### src/hdl/pse_pkg.sv
// Package: shared types, codes and sizes for the postfix evaluator
package pse_pkg;

    localparam int STACK_DEPTH = 64;
    localparam int FRAC_BITS   = 32;
    localparam int PTR_W       = $clog2(STACK_DEPTH);
    localparam int CNT_W       = $clog2(STACK_DEPTH + 1);
    localparam int FIFO_DEPTH  = 2;

    localparam logic [63:0] SAT_MAX = 64'h7FFF_FFFF_FFFF_FFFF;

    typedef enum logic [1:0] {
        REQ_NUMBER = 2'd0,
        REQ_OPER   = 2'd1,
        REQ_END    = 2'd2,
        REQ_BAD    = 2'd3
    } req_type_t;

    typedef enum logic [1:0] {
        OP_ADD = 2'd0,
        OP_SUB = 2'd1,
        OP_MUL = 2'd2,
        OP_DIV = 2'd3
    } op_code_t;

    typedef enum logic [1:0] {
        ST_OK       = 2'd0,
        ST_BAD      = 2'd1,
        ST_OVERFLOW = 2'd2
    } status_t;

    typedef struct packed {
        logic [1:0]         req_type;
        logic signed [63:0] number_value;
        logic [1:0]         operator_code;
    } req_t;

    typedef struct packed {
        logic signed [63:0] result_value;
        logic [1:0]         status;
        logic               saturated;
    } rsp_t;

    // Classified command passed from front end to execution unit
    typedef struct packed {
        req_type_t   kind;
        op_code_t    op;
        logic [63:0] value;
    } cmd_t;

    typedef enum logic [2:0] {
        EX_IDLE,
        EX_READ,
        EX_MUL,
        EX_DIV,
        EX_WRITE,
        EX_OUT
    } ex_state_t;

endpackage

### src/hdl/pse_front.sv
// Front end: accepts requests and queues classified commands
module pse_front (
    input  logic              clk,
    input  logic              rst_n,
    input  logic              in_valid,
    output logic              in_ready,
    input  pse_pkg::req_t     in_data,
    output logic              cmd_valid,
    input  logic              cmd_ready,
    output pse_pkg::cmd_t     cmd_data
);
    localparam int QW = $clog2(pse_pkg::FIFO_DEPTH);

    pse_pkg::cmd_t q_reg [pse_pkg::FIFO_DEPTH];
    logic [QW-1:0] wp_reg, wp_next, rp_reg, rp_next;
    logic [QW:0]   cnt_reg, cnt_next;
    logic          push, pop;
    pse_pkg::cmd_t cmd_in;

    // Classify incoming request
    always_comb
    begin
        cmd_in.kind  = pse_pkg::req_type_t'(in_data.req_type);
        cmd_in.op    = pse_pkg::op_code_t'(in_data.operator_code);
        cmd_in.value = in_data.number_value;
    end

    assign in_ready  = (cnt_reg != (QW+1)'(pse_pkg::FIFO_DEPTH));
    assign push      = in_valid && in_ready;
    assign cmd_valid = (cnt_reg != '0);
    assign pop       = cmd_valid && cmd_ready;
    assign cmd_data  = q_reg[rp_reg];

    always_comb
    begin
        wp_next  = push ? wp_reg + 1'b1 : wp_reg;
        rp_next  = pop ? rp_reg + 1'b1 : rp_reg;
        cnt_next = cnt_reg + (QW+1)'(push) - (QW+1)'(pop);
    end

    always_ff @(posedge clk or negedge rst_n)
    begin
        if (!rst_n)
        begin
            wp_reg  <= '0;
            rp_reg  <= '0;
            cnt_reg <= '0;
        end
        else
        begin
            wp_reg  <= wp_next;
            rp_reg  <= rp_next;
            cnt_reg <= cnt_next;
        end
    end

    always_ff @(posedge clk)
    begin
        if (push)
        begin
            q_reg[wp_reg] <= cmd_in;
        end
    end
endmodule

### config.mk
export PLATFORM = sky130hd
export DESIGN_NAME = pse_front
export DESIGN_NICKNAME = d
export VERILOG_FILES = /design/src/hdl/pse_pkg.sv /design/src/hdl/pse_front.sv
export SDC_FILE = /design/constraint.sdc
export NUM_CORES = 1
export LEC_CHECK = 0
export ABC_CLOCK_PERIOD_IN_PS = 6800
export BUFFER_PORTS_ARGS = -buffer_cell sky130_fd_sc_hd__buf_2
export CAP_MARGIN = 20
export CORE_MARGIN = 4
export CORE_UTILIZATION = 56
export CTS_CLUSTER_DIAMETER = 120
export CTS_CLUSTER_SIZE = 14
export DETAILED_ROUTE_END_ITERATION = 12
export GPL_TIMING_DRIVEN = 0
export PLACE_DENSITY = 0.85
export SETUP_SLACK_MARGIN = 0.02
export SLEW_MARGIN = 30
export SYNTH_ARGS = -nofsm -noshare
export SYNTH_HDL_FRONTEND = slang
export SYNTH_SLANG_ARGS = --single-unit
### constraint.sdc
create_clock -name clk -period 6.8 [get_ports clk]
set_input_delay 1.36 -clock clk [delete_from_list [all_inputs] [get_ports clk]]
set_output_delay 1.36 -clock clk [all_outputs]
set_load 0.01 [all_outputs]
==> flow_summary.yaml <==
min_path:
  min_path_type: "reg2reg"
  hold_depth: 1
  worstHoldEndpoint: "wp_reg"
  hp-start: "wp_reg"
finish:
  fillers: 548
  layout_common_cells: "146 x buf_2, 136 x edfxtp_1, 58 x mux2_2"
  area_delta_synth_final_pct: 29.0
  nNetsFinal: 471
  drive_gt1_frac: 0.621
  final_common_cell: "buf_2"
  num_antenna_cells: 0
  largest_reg_flops: 136
place:
  hpwlAfterDp_mm: 6.24
  place_congestion: 0.657
  portBuffers: 141
drt:
  routed_wl_mm: 9.11
  drt_iter0_drc: 86
  wl_per_cell_um: 17.6
  ant_nets: 0
  dr.pass1.iters: 4
  vias: 2663
  drcViolationCount: 0
  vias_per_cell: 5.15
die:
  die_area_um2: 10800
  core_um2: 8850
  ios: 142
  die_w_um: 104
  die_y_um: 104
  start_util: 0.584
  num_rows: 34
grt:
  grtUsageMet2: 0.295
  use_met3: 0.0726
  grt_usage: 0.178
  top_usage_layer: "met2"
  grt_pass1_vias: 2856
  grt_pass1_wl_mm: 14.7
  grtUsageMet1: 0.212
  grt_max_degree: 40
  antenna_found_initial: 0
  gr-total-overflow: 0
pwr:
  intPower_mw: 2.13
  combinationalPowerShare: 0.299
  p_seq_frac: 0.417
  leakagePower_nw: 2.58
  p_sw_uw: 824
  power_mw: 2.95
  swShare: 0.279
  powerDensity_nw_per_um2: 442
  clkPwrFrac: 0.284
  peakVddDrop_v: 0.000233
sta:
  setup_viol: 0
  tightest_slew_ns: 0.606
  hold_viol: 0
  tns_ns: 0
  finClkSkew_ns: 0.00697
  slew_violations: 0
  rsz0062_at_grt: "false"
  slew_headroom: 0.595
  finalCriticalPeriod_ns: 3.11
  max_freq_mhz: 321
  period_share: 0.458
critical_path:
  reg2reg_slack_ns: 4.87
  setup.worst_path.start_class: "flip-flop"
  critPathMostFrequentCell: "buf_6"
  critPathTopFamily: "buffers and inverters"
  path_max_fanout: 10
  crit_path_top_delay_cell: "dfrtp_1"
  slowest_delay_ns: 0.37
  crit_buf_inv: 4
  cp_data_arrival_time_ns: 1.75
  endpoint_kind: "output port"
  required_ns: 5.44
  crit_chain: "buf_6 > buf_6 > buf_8 > mux2_4 > buf_2"
  r2r-end: "q_reg[0][39]"
  r2r_start: "cnt_reg[0]"
  reg2regPathDepth: 5
  path_class: "reg2out"
yosys:
  yosysWarnings: 0
  syn_nets: 307
  synth_cells: 234
  ys_types: 20
  ys_seq_area_frac: 0.809
  ys_ff_latch: 140
  syn_area_um2: 5170
  synth_area_per_cell_um2: 22.1
cts:
  cts_max_level: 4
  cts_num_sinks: 140
  clkTransAtPathRegs_ns: 0.06
  post_cts_buffers: 0
  cts_tree: "built"
  clock_latency_ns: 0.50
  cts_hold_buf: 0
  cts_resized: 0
  cts-root-buf: "clkbuf_8"
  clk_path_buf_depth: 2
  cts_buffers: 17
outcome:
  status: "finished clean"
run:
  drv_cap: 0
-- cell families (layout without fill, tap and decap cells) --
logic type      count (synthesis)  in the layout  synth area share
compound gates                  4              4           0.00605
xor+xnor                        3              3           0.00508
fa+ha+maj                       1              1           0.00242
buf+inv                         8            183            0.0121
flops                         140            140             0.809
mux                            68             68             0.155
simple gates                   10             10           0.00944
-- Yosys cell counts --
library cell	number	area share
nand3_1	1	0.00097
mux2_4	10	0.029
dfrtp_1	4	0.019
ha_1	1	0.0024
nor2b_1	1	0.0012
buf_8	1	0.0029
nand2_1	2	0.0015
and3_1	1	0.0012
a211oi_1	1	0.0015
o21ai_0	1	0.00097
nor2_1	3	0.0022
or2_2	1	0.0012
buf_6	2	0.0044
nand2b_1	1	0.0012
buf_2	5	0.0048
xnor2_1	3	0.0051
a32oi_1	1	0.0017
mux2_2	58	0.13
edfxtp_1	136	0.79
a21bo_2	1	0.0019
-- routing by layer --
metal,up-vias,part of all wire
met1,1292,0.40
met4,0,0.0083
met3,6,0.081
met2,104,0.51
met5,-,0
li1,1261,-
-- worst max-delay path by stage --
stage	from	end	slack, ns	cells past startpoint
final	rp_reg	cmd_data[39]	3.69	5
after floorplan	in_valid	q_reg[0][0]	2.03	2
after global routing	rp_reg	cmd_data[7]	3.59	4
after CTS	rp_reg	cmd_data[6]	3.63	4
after detailed placement	in_valid	q_reg[0][46]	3.92	5
after global placement	in_valid	q_reg[0][44]	0.52	3
-- power groups by stage --
stage / sequential [mW] / clock (mW) / combinational [mW]
floorplan: 1.25 / 0 / 0.553
CTS: 1.23 / 0.856 / 0.902
global placement: 1.26 / 0 / 0.830
global route: 1.25 / 0.900 / 0.954
finish: 1.23 / 0.837 / 0.882
detailed placement: 1.25 / 0 / 0.897
-- cell type report --
cell class	instances	area, µm²	area share
Buffer	8	62.6	0.00938
Clock buffer	17	414	0.0621
Clock inverter	13	129	0.0193
Multi-Input combinational cell	86	935	0.140
Sequential cell	140	4180	0.628
Tap cell	108	135	0.0203
Timing Repair Buffer	145	808	0.121
-- through the flow --
step / worst slack (ns) / hold slack, ns / std cells / instance area (µm²) / utilization
finish: 3.69 / 0.555 / 517 / 6670 / 0.754
global route: 3.59 / 0.576 / 517 / 6670 / 0.754
CTS: 3.63 / 0.559 / 517 / 6670 / 0.754
detailed placement: 3.92 / 0.547 / 487 / 6120 / 0.692
global placement: 0.522 / 0.476 / 483 / 6010 / 0.679
floorplan: 2.03 / 0.460 / 234 / 5170 / -
Note: power is estimated with default switching activity, not from simulation.
